--- src/rtl/core/xed_pkg.sv ---
// ----------------------------------------------------------------------------
// xed_pkg
// Shared types, character codes and helper functions for the XML entity
// decoder.
// ----------------------------------------------------------------------------
package xed_pkg;

	// character codes
	localparam logic [7:0] CH_AMP   = 8'h26;
	localparam logic [7:0] CH_SEMI  = 8'h3B;
	localparam logic [7:0] CH_HASH  = 8'h23;
	localparam logic [7:0] CH_ZERO  = 8'h30;
	localparam logic [7:0] CH_LOW_X = 8'h78;
	localparam logic [7:0] CH_UP_X  = 8'h58;
	localparam logic [7:0] CH_LT    = 8'h3C;
	localparam logic [7:0] CH_GT    = 8'h3E;
	localparam logic [7:0] CH_QUOT  = 8'h22;
	localparam logic [7:0] CH_APOS  = 8'h27;

	// named entities
	localparam int unsigned NUM_NAMES = 5;
	localparam logic [2:0] NM_LT   = 3'd0;
	localparam logic [2:0] NM_GT   = 3'd1;
	localparam logic [2:0] NM_AMP  = 3'd2;
	localparam logic [2:0] NM_QUOT = 3'd3;
	localparam logic [2:0] NM_APOS = 3'd4;

	// UTF-8 limits and marks
	localparam logic [31:0] UTF_LIM1 = 32'h0000_0080;
	localparam logic [31:0] UTF_LIM2 = 32'h0000_0800;
	localparam logic [31:0] UTF_LIM3 = 32'h0001_0000;
	localparam logic [7:0]  UTF_LEAD2 = 8'hC0;
	localparam logic [7:0]  UTF_LEAD3 = 8'hE0;
	localparam logic [7:0]  UTF_LEAD4 = 8'hF0;
	localparam logic [7:0]  UTF_CONT  = 8'h80;
	localparam logic [5:0]  UTF_MASK  = 6'h3F;

	// controller to datapath commands
	typedef struct packed {
		logic load;
		logic feed;
		logic rejct;
		logic emit;
		logic flush;
	} xed_cmd_t;

	// datapath to controller status
	typedef struct packed {
		logic q_empty;
		logic wc_zero;
		logic can_emit;
		logic decode_ok;
		logic emit_last;
		logic hold_valid;
		logic seg;
	} xed_sts_t;

	// name text, character 0 in the top byte
	function automatic logic [31:0] name_word(input logic [2:0] nm);
		logic [31:0] w;
		unique case (nm)
			NM_LT:   w = {8'h6C, 8'h74, 8'h00, 8'h00};
			NM_GT:   w = {8'h67, 8'h74, 8'h00, 8'h00};
			NM_AMP:  w = {8'h61, 8'h6D, 8'h70, 8'h00};
			NM_QUOT: w = {8'h71, 8'h75, 8'h6F, 8'h74};
			NM_APOS: w = {8'h61, 8'h70, 8'h6F, 8'h73};
			default: w = '0;
		endcase
		return w;
	endfunction

	function automatic logic [2:0] name_len(input logic [2:0] nm);
		logic [2:0] n;
		unique case (nm)
			NM_LT, NM_GT: n = 3'd2;
			NM_AMP:       n = 3'd3;
			NM_QUOT, NM_APOS: n = 3'd4;
			default:      n = 3'd0;
		endcase
		return n;
	endfunction

	function automatic logic [7:0] entity_char(input logic [2:0] nm);
		logic [7:0] c;
		unique case (nm)
			NM_LT:   c = CH_LT;
			NM_GT:   c = CH_GT;
			NM_AMP:  c = CH_AMP;
			NM_QUOT: c = CH_QUOT;
			NM_APOS: c = CH_APOS;
			default: c = '0;
		endcase
		return c;
	endfunction

	// digit test: bit 4 is valid, bits 3:0 the value
	function automatic logic [4:0] digit_val(input logic [7:0] c, input logic hex);
		logic [4:0] r;
		r = '0;
		if (c >= 8'h30 && c <= 8'h39)
			r = {1'b1, c[3:0]};
		else if (hex && c >= 8'h61 && c <= 8'h66)
			r = {1'b1, c[3:0] + 4'd9};
		else if (hex && c >= 8'h41 && c <= 8'h46)
			r = {1'b1, c[3:0] + 4'd9};
		return r;
	endfunction

endpackage

--- src/rtl/core/xed_ctrl.sv ---
// ----------------------------------------------------------------------------
// xed_ctrl
// Controller: takes a request, steps the replay buffer one byte a cycle while
// results can be emitted, sequences UTF-8 bytes and closes each run.
// ----------------------------------------------------------------------------
module xed_ctrl (
	input  logic             clk,
	input  logic             arst_n,
	input  logic             text_valid,
	output logic             text_stall,
	input  xed_pkg::xed_sts_t sts,
	output xed_pkg::xed_cmd_t cmd
);

	localparam logic [1:0] S_IDLE  = 2'd0;
	localparam logic [1:0] S_FEED  = 2'd1;
	localparam logic [1:0] S_EMIT  = 2'd2;
	localparam logic [1:0] S_FLUSH = 2'd3;

	logic [1:0] state_q, state_d;

	assign text_stall = (state_q != S_IDLE);

	// next state and commands
	always_comb begin
		state_d = state_q;
		cmd     = '0;
		unique case (state_q)
			S_IDLE: begin
				if (text_valid) begin
					cmd.load = 1'b1;
					state_d  = S_FEED;
				end
			end
			S_FEED: begin
				if (sts.can_emit) begin
					if (!sts.q_empty) begin
						cmd.feed = 1'b1;
						if (sts.decode_ok)
							state_d = S_EMIT;
					end else if (sts.seg && !sts.wc_zero) begin
						cmd.rejct = 1'b1;
					end else if (sts.hold_valid) begin
						state_d = S_FLUSH;
					end else begin
						state_d = S_IDLE;
					end
				end
			end
			S_EMIT: begin
				if (sts.can_emit) begin
					cmd.emit = 1'b1;
					if (sts.emit_last)
						state_d = S_FEED;
				end
			end
			S_FLUSH: begin
				if (sts.can_emit) begin
					cmd.flush = 1'b1;
					state_d   = S_IDLE;
				end
			end
			default: state_d = S_IDLE;
		endcase
	end

	always_ff @(posedge clk or negedge arst_n) begin
		if (!arst_n)
			state_q <= S_IDLE;
		else
			state_q <= state_d;
	end

endmodule

--- src/rtl/core/xed_dp.sv ---
// ----------------------------------------------------------------------------
// xed_dp
// Datapath: circular replay buffer holding candidate window and pending
// bytes, incremental entity parser, UTF-8 encoder, hold and output registers.
// ----------------------------------------------------------------------------
module xed_dp #(
	parameter int unsigned ENTITY_REACH = 12
) (
	input  logic              clk,
	input  logic              arst_n,
	input  logic [7:0]        text_byte,
	input  logic              segment_end,
	output logic              res_valid,
	input  logic              res_stall,
	output logic [7:0]        out_byte,
	output logic              out_segment_end,
	output logic              run_end,
	input  xed_pkg::xed_cmd_t  cmd,
	output xed_pkg::xed_sts_t  sts
);

	localparam int unsigned W  = ENTITY_REACH + 1;
	localparam int unsigned PW = $clog2(W);
	localparam int unsigned CW = $clog2(W + 1);
	localparam logic [CW:0] W_EXT = (CW + 1)'(W);

	// buffer: window at head, queued bytes after it
	logic [7:0]    buf_q [W];
	logic [PW-1:0] head_q;
	logic [CW-1:0] len_q, wc_q;
	logic          seg_q;

	// parser state
	logic [xed_pkg::NUM_NAMES-1:0] alive_q;
	logic        hash_q, hex_q, runa_q, runb_q, pfx0_q, pfx_q, skip_q;
	logic [31:0] acca_q, accb_q;

	// encoder state
	logic [31:0] cp_q;
	logic [2:0]  n_q, rem_q;

	// hold and output
	logic       hold_valid_q;
	logic [7:0] hold_q;
	logic       res_valid_q, res_seg_q, res_end_q;
	logic [7:0] res_byte_q;

	function automatic logic [PW-1:0] wrap_add(input logic [PW-1:0] h,
		input logic [CW-1:0] k);
		logic [CW:0] s;
		s = (CW + 1)'(h) + (CW + 1)'(k);
		if (s >= W_EXT)
			s = s - W_EXT;
		return s[PW-1:0];
	endfunction

	// current byte and its index in the entity name
	logic [PW-1:0] rd_idx, wr_idx;
	logic [7:0]    c;
	logic [CW-1:0] ei;
	assign rd_idx = wrap_add(head_q, wc_q);
	assign wr_idx = wrap_add(head_q, len_q);
	assign c      = buf_q[rd_idx];
	assign ei     = wc_q - CW'(1);

	// decode test on the state before the semicolon
	logic [31:0] num_val;
	logic        name_hit, num_hit, is_semi, full_next;
	logic [7:0]  name_chr;
	always_comb begin
		name_hit = 1'b0;
		name_chr = '0;
		for (int k = 0; k < xed_pkg::NUM_NAMES; k++) begin
			if (alive_q[k] && ei == CW'(xed_pkg::name_len(3'(k)))) begin
				name_hit = 1'b1;
				name_chr = xed_pkg::entity_char(3'(k));
			end
		end
	end
	assign num_val   = (hex_q && skip_q) ? accb_q : acca_q;
	assign num_hit   = hash_q && (num_val != '0);
	assign is_semi   = (c == xed_pkg::CH_SEMI);
	assign full_next = ((wc_q + CW'(1)) == CW'(W));

	logic feed_win;
	assign feed_win = cmd.feed && (wc_q != '0);

	// status
	logic slot_free;
	assign slot_free      = !res_valid_q || !res_stall;
	assign sts.q_empty    = (len_q == wc_q);
	assign sts.wc_zero    = (wc_q == '0);
	assign sts.can_emit   = !hold_valid_q || slot_free;
	assign sts.decode_ok  = (wc_q != '0) && is_semi && (name_hit || num_hit);
	assign sts.emit_last  = (rem_q == 3'd1);
	assign sts.hold_valid = hold_valid_q;
	assign sts.seg        = seg_q;

	// UTF-8 byte for the current position
	logic [31:0] sh;
	logic [7:0]  lead, utf_byte;
	always_comb begin
		case (rem_q)
			3'd4:    sh = cp_q >> 18;
			3'd3:    sh = cp_q >> 12;
			3'd2:    sh = cp_q >> 6;
			default: sh = cp_q;
		endcase
		case (n_q)
			3'd4:    lead = xed_pkg::UTF_LEAD4;
			3'd3:    lead = xed_pkg::UTF_LEAD3;
			3'd2:    lead = xed_pkg::UTF_LEAD2;
			default: lead = '0;
		endcase
		if (rem_q == n_q)
			utf_byte = lead | sh[7:0];
		else
			utf_byte = xed_pkg::UTF_CONT | {2'b00, sh[5:0] & xed_pkg::UTF_MASK};
	end

	// what this cycle emits, and how the buffer moves
	logic          emit_en;
	logic [7:0]    emit_byte;
	logic [CW-1:0] drop;
	logic          wc_clr, wc_inc, win_open;
	always_comb begin
		emit_en   = 1'b0;
		emit_byte = c;
		drop      = '0;
		wc_clr    = 1'b0;
		wc_inc    = 1'b0;
		win_open  = 1'b0;
		if (cmd.rejct) begin
			emit_en   = 1'b1;
			emit_byte = xed_pkg::CH_AMP;
			drop      = CW'(1);
			wc_clr    = 1'b1;
		end else if (cmd.emit) begin
			emit_en   = 1'b1;
			emit_byte = utf_byte;
		end else if (cmd.feed && wc_q == '0) begin
			if (c == xed_pkg::CH_AMP) begin
				win_open = 1'b1;
			end else begin
				emit_en = 1'b1;
				drop    = CW'(1);
			end
		end else if (feed_win) begin
			if (sts.decode_ok) begin
				drop   = wc_q + CW'(1);
				wc_clr = 1'b1;
			end else if (is_semi || full_next) begin
				emit_en   = 1'b1;
				emit_byte = xed_pkg::CH_AMP;
				drop      = CW'(1);
				wc_clr    = 1'b1;
			end else begin
				wc_inc = 1'b1;
			end
		end
	end

	// buffer write
	always_ff @(posedge clk) begin
		if (cmd.load)
			buf_q[wr_idx] <= text_byte;
	end

	// buffer pointers
	always_ff @(posedge clk or negedge arst_n) begin
		if (!arst_n) begin
			head_q <= '0;
			len_q  <= '0;
			wc_q   <= '0;
			seg_q  <= 1'b0;
		end else begin
			if (cmd.load) begin
				len_q <= len_q + CW'(1);
				seg_q <= segment_end;
			end else begin
				len_q <= len_q - drop;
			end
			head_q <= wrap_add(head_q, drop);
			if (wc_clr)
				wc_q <= '0;
			else if (win_open || wc_inc)
				wc_q <= wc_q + CW'(1);
		end
	end

	// incremental parse of the entity name
	logic [4:0] dg10, dg16, dgb;
	assign dg10 = xed_pkg::digit_val(c, 1'b0);
	assign dg16 = xed_pkg::digit_val(c, hex_q);
	assign dgb  = xed_pkg::digit_val(c, 1'b1);

	always_ff @(posedge clk) begin
		if (win_open) begin
			alive_q <= '0;
			hash_q  <= 1'b0;
			hex_q   <= 1'b0;
			acca_q  <= '0;
			accb_q  <= '0;
			runa_q  <= 1'b1;
			runb_q  <= 1'b0;
			pfx0_q  <= 1'b0;
			pfx_q   <= 1'b0;
			skip_q  <= 1'b0;
		end else if (wc_inc) begin
			if (ei == '0) begin
				hash_q <= (c == xed_pkg::CH_HASH);
				for (int k = 0; k < xed_pkg::NUM_NAMES; k++)
					alive_q[k] <= (c == 8'(xed_pkg::name_word(3'(k)) >> 24));
			end else begin
				for (int k = 0; k < xed_pkg::NUM_NAMES; k++) begin
					if (ei >= CW'(xed_pkg::name_len(3'(k))) || ei >= CW'(4))
						alive_q[k] <= 1'b0;
					else if (c != 8'(xed_pkg::name_word(3'(k)) >> (24 - 8 * int'(ei[1:0]))))
						alive_q[k] <= 1'b0;
				end
				if (ei == CW'(1) && (c == xed_pkg::CH_LOW_X || c == xed_pkg::CH_UP_X)) begin
					hex_q <= 1'b1;
				end else if (runa_q) begin
					if (ei == CW'(1) ? dg10[4] : dg16[4])
						acca_q <= hex_q ? ((acca_q << 4) + 32'(dg16[3:0]))
							: ((acca_q << 3) + (acca_q << 1) + 32'(dg10[3:0]));
					else
						runa_q <= 1'b0;
				end
				// "0x" prefix inside the hex digit run
				if (ei == CW'(2))
					pfx0_q <= (c == xed_pkg::CH_ZERO);
				if (ei == CW'(3))
					pfx_q <= pfx0_q && (c == xed_pkg::CH_LOW_X || c == xed_pkg::CH_UP_X);
				if (ei == CW'(4)) begin
					skip_q <= pfx_q && dgb[4];
					runb_q <= pfx_q && dgb[4];
					accb_q <= 32'(dgb[3:0]);
				end else if (ei > CW'(4) && runb_q) begin
					if (dgb[4])
						accb_q <= (accb_q << 4) + 32'(dgb[3:0]);
					else
						runb_q <= 1'b0;
				end
			end
		end
	end

	// encoder load
	always_ff @(posedge clk) begin
		if (feed_win && sts.decode_ok) begin
			if (name_hit) begin
				cp_q  <= 32'(name_chr);
				n_q   <= 3'd1;
				rem_q <= 3'd1;
			end else begin
				cp_q <= num_val;
				if (num_val < xed_pkg::UTF_LIM1) begin
					n_q <= 3'd1; rem_q <= 3'd1;
				end else if (num_val < xed_pkg::UTF_LIM2) begin
					n_q <= 3'd2; rem_q <= 3'd2;
				end else if (num_val < xed_pkg::UTF_LIM3) begin
					n_q <= 3'd3; rem_q <= 3'd3;
				end else begin
					n_q <= 3'd4; rem_q <= 3'd4;
				end
			end
		end else if (cmd.emit) begin
			rem_q <= rem_q - 3'd1;
		end
	end

	// hold and output registers
	always_ff @(posedge clk or negedge arst_n) begin
		if (!arst_n) begin
			hold_valid_q <= 1'b0;
			res_valid_q  <= 1'b0;
		end else begin
			if (emit_en) begin
				hold_valid_q <= 1'b1;
				if (hold_valid_q)
					res_valid_q <= 1'b1;
				else if (!res_stall)
					res_valid_q <= 1'b0;
			end else if (cmd.flush) begin
				hold_valid_q <= 1'b0;
				res_valid_q  <= 1'b1;
			end else if (!res_stall) begin
				res_valid_q <= 1'b0;
			end
		end
	end

	always_ff @(posedge clk) begin
		if (emit_en) begin
			hold_q <= emit_byte;
			if (hold_valid_q) begin
				res_byte_q <= hold_q;
				res_seg_q  <= 1'b0;
				res_end_q  <= 1'b0;
			end
		end else if (cmd.flush) begin
			res_byte_q <= hold_q;
			res_seg_q  <= seg_q;
			res_end_q  <= 1'b1;
		end
	end

	assign res_valid       = res_valid_q;
	assign out_byte        = res_byte_q;
	assign out_segment_end = res_seg_q;
	assign run_end         = res_end_q;

endmodule

--- src/rtl/core/xml_entity_decoder_utf8_unit.sv ---
// ----------------------------------------------------------------------------
// xml_entity_decoder_utf8_unit
// Decodes XML character entities in a byte stream and emits UTF-8.
//
//   channel  dir  valid/stall             payload
//   text     in   text_valid/text_stall   text_byte, segment_end
//   res      out  res_valid/res_stall     out_byte, out_segment_end, run_end
//
// One request is processed at a time: the unit accepts it, steps each byte
// through the replay buffer (replays included), drops each candidate at
// segment end, emits each UTF-8 byte, sees the buffer drained and closes
// the run when it has results.
// Failed candidates replay up to ENTITY_REACH bytes from the buffer.
// Reset clears the buffer pointers and the output valid.
// A stalled result holds the unit once its hold register is also full.
// ----------------------------------------------------------------------------
module xml_entity_decoder_utf8_unit #(
	parameter int unsigned ENTITY_REACH = 12
) (
	input  logic       clk,
	input  logic       arst_n,
	input  logic       text_valid,
	output logic       text_stall,
	input  logic [7:0] text_byte,
	input  logic       segment_end,
	output logic       res_valid,
	input  logic       res_stall,
	output logic [7:0] out_byte,
	output logic       out_segment_end,
	output logic       run_end
);

	xed_pkg::xed_cmd_t cmd;
	xed_pkg::xed_sts_t sts;

	xed_ctrl u_ctrl (
		.clk        (clk),
		.arst_n     (arst_n),
		.text_valid (text_valid),
		.text_stall (text_stall),
		.sts        (sts),
		.cmd        (cmd)
	);

	xed_dp #(
		.ENTITY_REACH (ENTITY_REACH)
	) u_dp (
		.clk             (clk),
		.arst_n          (arst_n),
		.text_byte       (text_byte),
		.segment_end     (segment_end),
		.res_valid       (res_valid),
		.res_stall       (res_stall),
		.out_byte        (out_byte),
		.out_segment_end (out_segment_end),
		.run_end         (run_end),
		.cmd             (cmd),
		.sts             (sts)
	);

endmodule
--- config.mk ---
export PLATFORM = sky130hd
export DESIGN_NAME = xml_entity_decoder_utf8_unit
export DESIGN_NICKNAME = d
export VERILOG_FILES = /design/src/rtl/core/xed_pkg.sv /design/src/rtl/core/xed_ctrl.sv /design/src/rtl/core/xed_dp.sv /design/src/rtl/core/xml_entity_decoder_utf8_unit.sv
export SDC_FILE = /design/constraint.sdc
export NUM_CORES = 1
export LEC_CHECK = 0
export BUFFER_PORTS_ARGS = -buffer_cell sky130_fd_sc_hd__buf_2
export CAP_MARGIN = 30
export CELL_PAD_IN_SITES_DETAIL_PLACEMENT = 0
export CELL_PAD_IN_SITES_GLOBAL_PLACEMENT = 1
export CORE_ASPECT_RATIO = 1.75
export CORE_UTILIZATION = 46
export CTS_CLUSTER_SIZE = 24
export DETAILED_ROUTE_END_ITERATION = 7
export HOLD_SLACK_MARGIN = 0.05
export PLACE_DENSITY_LB_ADDON = 0.05
export SYNTH_ARGS = -nofsm -noshare
export SYNTH_HDL_FRONTEND = slang
export SYNTH_HIERARCHICAL = 1
export SYNTH_SLANG_ARGS = --single-unit
--- constraint.sdc ---
create_clock -name clk -period 8 [get_ports clk]
set_clock_uncertainty 0.05 [all_clocks]
set_input_delay 1.6 -clock clk [delete_from_list [all_inputs] [get_ports clk]]
set_output_delay 1.6 -clock clk [all_outputs]
set_load 0.02 [all_outputs]
==> impl_metrics.yaml, run 1 <==
final_layout:
  post-route-util_pct: 52.30
  final_cells: 1953
  areaGrowthSynthToFinish_pct: 11.90
  fin_nets: 1650
  multi_input_comb_area_um2: 8074
  drive_above_1_share_pct: 14.23
  fillers: 2980
  final-seq-area_um2: 6573
  antenna_cells: 0
  final_cell_mix: "nor2_1, edfxtp_1, nand2_1"
  layout_commonest_cell: "nor2_1"
cts:
  cts.path.max_buffers: 3
  cts_root_buffer: "clkbuf_16"
  htree_num_levels: 1
  cts_tree: "done"
  cts.clk_slew.worst_paths_ns: 0.07
  cts_sinks: 247
  clock_latency_ns: 0.55
  cts_buffers: 26
  cts_hold_buf: 0
yosys:
  avgSynthCellArea_um2: 10.09
  synth_area_um2: 15060
  synth_cells: 1492
  synth_edf_count: 154
  ys_warn_count: 6
  ys_ff_latch: 247
  synth.distinct_cells: 95
  syn_nets: 1607
  synth_ff_type: "edfxtp_1"
  async_reset_ff_share_pct: 6.883
  yosysSeqAreaShare_pct: 43.63
floorplan:
  die_area_um2: 33500
  die_y_um: 241.4
  core_area_um2: 32220
  placementRows: 87
  die_x_um: 138.8
  start_util_pct: 46.74
  io_pins: 25
route:
  antenna_left: 0
  drc: 2
  dr.pass1.iters: 7
  vias: 11790
  viasPerCell: 6.036
  wl_per_cell_um: 22.52
  wl_mm: 43.97
  drtIter0Drc: 533
timing:
  finalCritPeriodShare_pct: 94.18
  fmax_mhz: 132.7
  setup-tns-final_ns: 0
  setup_slack_ns: 0.4659
  post-route-min-period_ns: 7.534
  slew_viol_final: 0
  slew_headroom_pct: 31.87
  worst_pin_slew_ns: 1.022
  hold_violations: 0
  setup_violations: 0
worst_setup_path:
  reg2reg_depth: 36
  crit_path_top_delay_cell: "fa_1"
  reg2reg_from: "u_dp/head_q[0]"
  worst_setup_path_end_kind: "register"
  start_kind: "register"
  reg2reg_to: "u_dp/acca_q[24]"
  worst-path-max-fanout: 15
  crit_type: "reg2reg"
  cp.arrival_ns: 7.89
  ff2ff_setup_slack_ns: 0.47
  max_stage_delay_ns: 0.53
  worstPathRequired_ns: 8.36
global_routing:
  grt_pass1_wl_mm: 67.59
  grt_max_degree: 49
  grt_overflow_total: 0
  antenna_found_initial: 0
  grt_usage_pct: 26.44
  grt_pass1_vias: 11900
placement:
  place_inst: 1900
  dp_slack_ns: 0.2818
  dp_hpwl_mm: 33.18
  place_congestion: 0.8759
  portBuffers: 24
hold_path:
  hold_end: "u_dp/out_byte[5]"
  hold-path-cell-count: 0
  hold_class: "reg2reg"
  hold_start: "u_dp/hold_q[5]"
status:
  violations: "design-rule violations"
  status: "complete, but fails checks"
job:
  drv_cap: 0
## cell usage after synthesis, types with 9 or more instances
library cell,number,area (um^2)
a211oi_1,19,142.6
a211oi_2,21,262.8
a21o_1,26,195.2
a21oi_1,104,520.5
a22o_1,32,280.3
a22oi_1,10,75.07
a31oi_1,21,131.4
and3_1,9,56.30
buf_2,11,55.05
clkbuf_1,48,180.2
dfrtp_1,17,425.4
dfxtp_1,76,1521
edfxtp_1,154,4624
ha_1,96,1201
inv_1,39,146.4
mux2i_1,49,490.5
nand2_1,145,544.3
nand2b_1,16,100.1
nand3_1,36,180.2
nand4_1,15,93.84
nor2_1,157,589.3
nor2b_1,10,62.56
nor3_1,35,175.2
nor4_1,21,131.4
o211ai_1,9,67.56
o21ai_0,42,210.2
o22ai_1,10,62.56
or3_1,10,62.56
xnor2_1,41,359.1
xor2_1,29,254.0
## registers in the layout, indices dropped and copies added (netlist names), 2 cells and up
signal / count
u_dp/acca_q: 32
u_ctrl/state_q: 2
u_dp/n_q: 3
u_dp/buf_q: 104
u_dp/out_byte: 8
u_dp/accb_q: 32
u_dp/cp_q: 26
u_dp/wc_q: 4
u_dp/head_q: 4
u_dp/len_q: 4
u_dp/hold_q: 8
u_dp/alive_q: 5
u_dp/rem_q: 3
## worst max path at each step
stage	startpoint	end	slack, ns	cells after the start
after CTS	u_dp/head_q[0]	u_dp/acca_q[30]	0.23	29
after global placement	u_dp/head_q[0]	u_dp/acca_q[30]	0.34	29
final	u_dp/head_q[0]	u_dp/acca_q[24]	0.47	36
after floorplan	u_dp/wc_q[0]	u_dp/acca_q[30]	0.09	36
after global routing	u_dp/head_q[0]	u_dp/acca_q[24]	-0.02	37
after detailed placement	u_dp/head_q[0]	u_dp/acca_q[30]	0.28	29
## area by class of cell
class / instances / share of cell area [%]
Clock buffer: 29 / 4.054
Clock inverter: 17 / 1.129
Inverter: 39 / 0.8687
Multi-Input combinational cell: 1129 / 47.91
Sequential cell: 247 / 39.00
Tap cell: 400 / 2.970
Timing Repair Buffer: 92 / 4.069
## per-stage QoR
stage	hold slack [ns]	instance area, um^2
3_3_place_gp	0.3519	15710
5_1_grt	0.3715	16850
6_report	0.3666	16850
3_5_place_dp	0.3552	15840
2_1_floorplan	0.3503	15070
4_1_cts	0.3634	16710
## metal layers
metal  track usage (%)  vias up  wire length, um
met4             17.58        0             3080
met1             25.96     5739            15360
met3             2.550      134             1303
li1                  -     5636                -
met2             52.33      280            24230
met5                 0        -                0
## what timing repair did
action,in CTS,in global routing
buffers inserted,0,6
setup endpoints to repair,0,6
gates resized for setup,0,13
## critical path: cells and delay by family (launching register included)
kind	cells	cell delay, ns
xor+xnor	1	0.17
flops	1	0.41
fa+ha+maj	5	1.91
buf+inv	6	0.88
compound gates	15	2.63
simple gates	9	1.32
## cell families after synthesis
group | synth area share [%]
xor+xnor | 4.362
mux | 4.478
buf+inv | 3.481
compound gates | 18.57
simple gates | 16.71
flops | 43.63
fa+ha+maj | 8.773
Power of run 1 is left out: the tool's default activity adds up to more than one toggle a clock period on the data nets, which glitch-free logic cannot reach.
==> inputs of run 2 (changes only) <==
Settings changed: SYNTH_HIERARCHICAL 1 to default.
==> impl_metrics.yaml, run 2 <==
status:
  status: "complete, no violations"
route:
  viasPerCell: 5.988
  vias: 11490
  drtIter0Drc: 471
  dr.pass1.iters: 5
  antenna_left: 0
  wl_per_cell_um: 22.44
  drc: 0
  wl_mm: 43.06
yosys:
  async_reset_ff_share_pct: 6.883
  synth_edf_count: 154
  synth.distinct_cells: 89
  synth.area.top_cells: "edfxtp_1, dfxtp_1, ha_1"
  synth_most_common_cell: "nand2_1"
  avgSynthCellArea_um2: 10.10
  ys_warn_count: 0
  yosysSeqAreaShare_pct: 45.17
  synth.top_cell.area_share_pct: 31.79
  yosys.area.top_type: "edfxtp_1"
  syn_nets: 1556
  synth_cells: 1441
  synth_ff_type: "edfxtp_1"
  synth_area_um2: 14550
  ys_ff_latch: 247
  synthTopCellsByCount: "nand2_1, edfxtp_1, a21oi_1"
floorplan:
  placementRows: 85
  die_area_um2: 32370
  die_y_um: 237.3
  io_pins: 25
  die_x_um: 136.4
  start_util_pct: 47.01
  core_area_um2: 30950
timing:
  setup_violations: 0
  rsz0062_at_grt: "no"
  finalCritPeriodShare_pct: 94.64
  post-route-min-period_ns: 7.571
  hold_violations: 0
  fmax_mhz: 132.1
  setup_slack_ns: 0.4288
  slew_viol_final: 0
  slew_headroom_pct: 35.77
  setup-tns-final_ns: 0
  worst_pin_slew_ns: 0.9533
final_layout:
  largest_register: "u_dp.buf_q"
  layout_commonest_cell: "nand2_1"
  fillers: 2836
  final_cell_mix: "nand2_1, edfxtp_1, a21oi_1"
  antenna_cells: 0
  largest_reg_flops: 104
  drive_above_1_share_pct: 13.48
  reg.largest.list: "u_dp.buf_q: 104 flops, u_dp.acca_q: 32 flops, u_dp.accb_q: 32 flops"
  final_cells: 1919
  fin_area_um2: 16370
  fin_nets: 1625
  areaGrowthSynthToFinish_pct: 12.52
worst_setup_path:
  reg2reg_depth: 32
  reg2reg_to: "u_dp.acca_q[31]"
  max_stage_delay_ns: 0.66
  crit_path_top_delay_cell: "o41ai_1"
  cp.arrival_ns: 7.97
  startpoint: "u_dp.head_q[0]"
  ff2ff_setup_slack_ns: 0.43
  crit_buf_inv: 7
  worst_setup_path_end_kind: "register"
  crit_type: "reg2reg"
  worstPathRequired_ns: 8.40
  start_kind: "register"
  worst-path-max-fanout: 6
  reg2reg_from: "u_dp.head_q[0]"
  crit_path_frequent_cell: "buf_4"
  path_delay_family: "compound AO/OA/AOI/OAI gates"
cts:
  cts_buffers: 24
  clock_latency_ns: 0.54
  cts_root_buffer: "clkbuf_16"
  cts.path.max_buffers: 3
  htree_num_levels: 1
  cts_sinks: 247
  post-cts-setup-buffers: 0
  cts_tree: "done"
  cts.clk_slew.worst_paths_ns: 0.07
global_routing:
  grt_pass1_wl_mm: 67.32
  grt_overflow_total: 0
  grt_usage_pct: 27.31
  grt_pass1_vias: 12000
  antenna_found_initial: 0
  grt_max_degree: 52
placement:
  portBuffers: 24
  place_inst: 1875
  place_congestion: 0.9484
  post_dp_cell_area_um2: 15510
  dp_hpwl_mm: 33.45
  dp_slack_ns: 0.2580
hold_path:
  hold_start: "u_dp.hold_q[5]"
  hold-path-cell-count: 0
  hold_class: "reg2reg"
  hold_end: "u_dp.out_byte[5]"
job:
  drv_cap: 0
[run 2: cell types whose count changed after synthesis, moves of 7 or more]
cell	delta
a311oi_1	+7
xor2_1	-22
a211oi_2	-19
clkbuf_1	-10
mux2i_1	-24
a21oi_1	+13
nand2_1	+22
xnor2_1	+19
nor2_1	-58
[run 2: logic make-up after synthesis]
family / share of synthesized area (%)
AO/OA/AOI/OAI: 18.89
XOR/XNOR: 4.334
multiplexers: 3.595
adder cells (fa/ha/maj): 9.082
buffers and inverters: 3.449
AND/OR/NAND/NOR: 15.49
flip-flops: 45.17
[run 2: worst max-delay path by stage]
stage | to | slack [ns] | cells after the start
floorplan | u_dp.acca_q[29] | 0.65 | 30
global placement | u_dp.acca_q[30] | 0.31 | 30
detailed placement | u_dp.acca_q[30] | 0.26 | 30
CTS | u_dp.acca_q[30] | 0.20 | 30
global route | u_dp.acca_q[31] | 0.02 | 32
finish | u_dp.acca_q[31] | 0.43 | 32
[run 2: through the flow]
step | hold WS [ns] | util (%)
after floorplan | 0.3503 | -
after global placement | 0.3553 | 50.01
after detailed placement | 0.3556 | 50.13
after CTS | 0.3715 | 52.82
after global routing | 0.3780 | 52.90
final | 0.3717 | 52.90
[run 2: what timing repair did]
| item | CTS | global route |
|---|---|---|
| resized for setup | 0 | 5 |
| hold buffers | 0 | 0 |
| endpoints found under the setup margin | 0 | 4 |
[run 2: final cells by class]
cell class                      instances  area [um^2]  area share [%]
Sequential cell                       247         6571           40.14
Multi-Input combinational cell       1081         7517           45.92
Timing Repair Buffer                  110        785.8           4.800
Clock buffer                           28        625.6           3.821
Tap cell                              391        489.2           2.988
Inverter                               46        172.7           1.055
Clock inverter                         16        209.0           1.276
[run 2: metal layers]
| layer | global-route usage, % | up-vias | routed length [um] |
|---|---|---|---|
| met4 | 10.47 | 0 | 1542 |
| met5 | 0 | - | 0 |
| met1 | 28.14 | 5618 | 15670 |
| li1 | - | 5535 | - |
| met2 | 54.84 | 255 | 24700 |
| met3 | 2.218 | 83 | 1142 |
Power of run 2 is left out for the same reason.
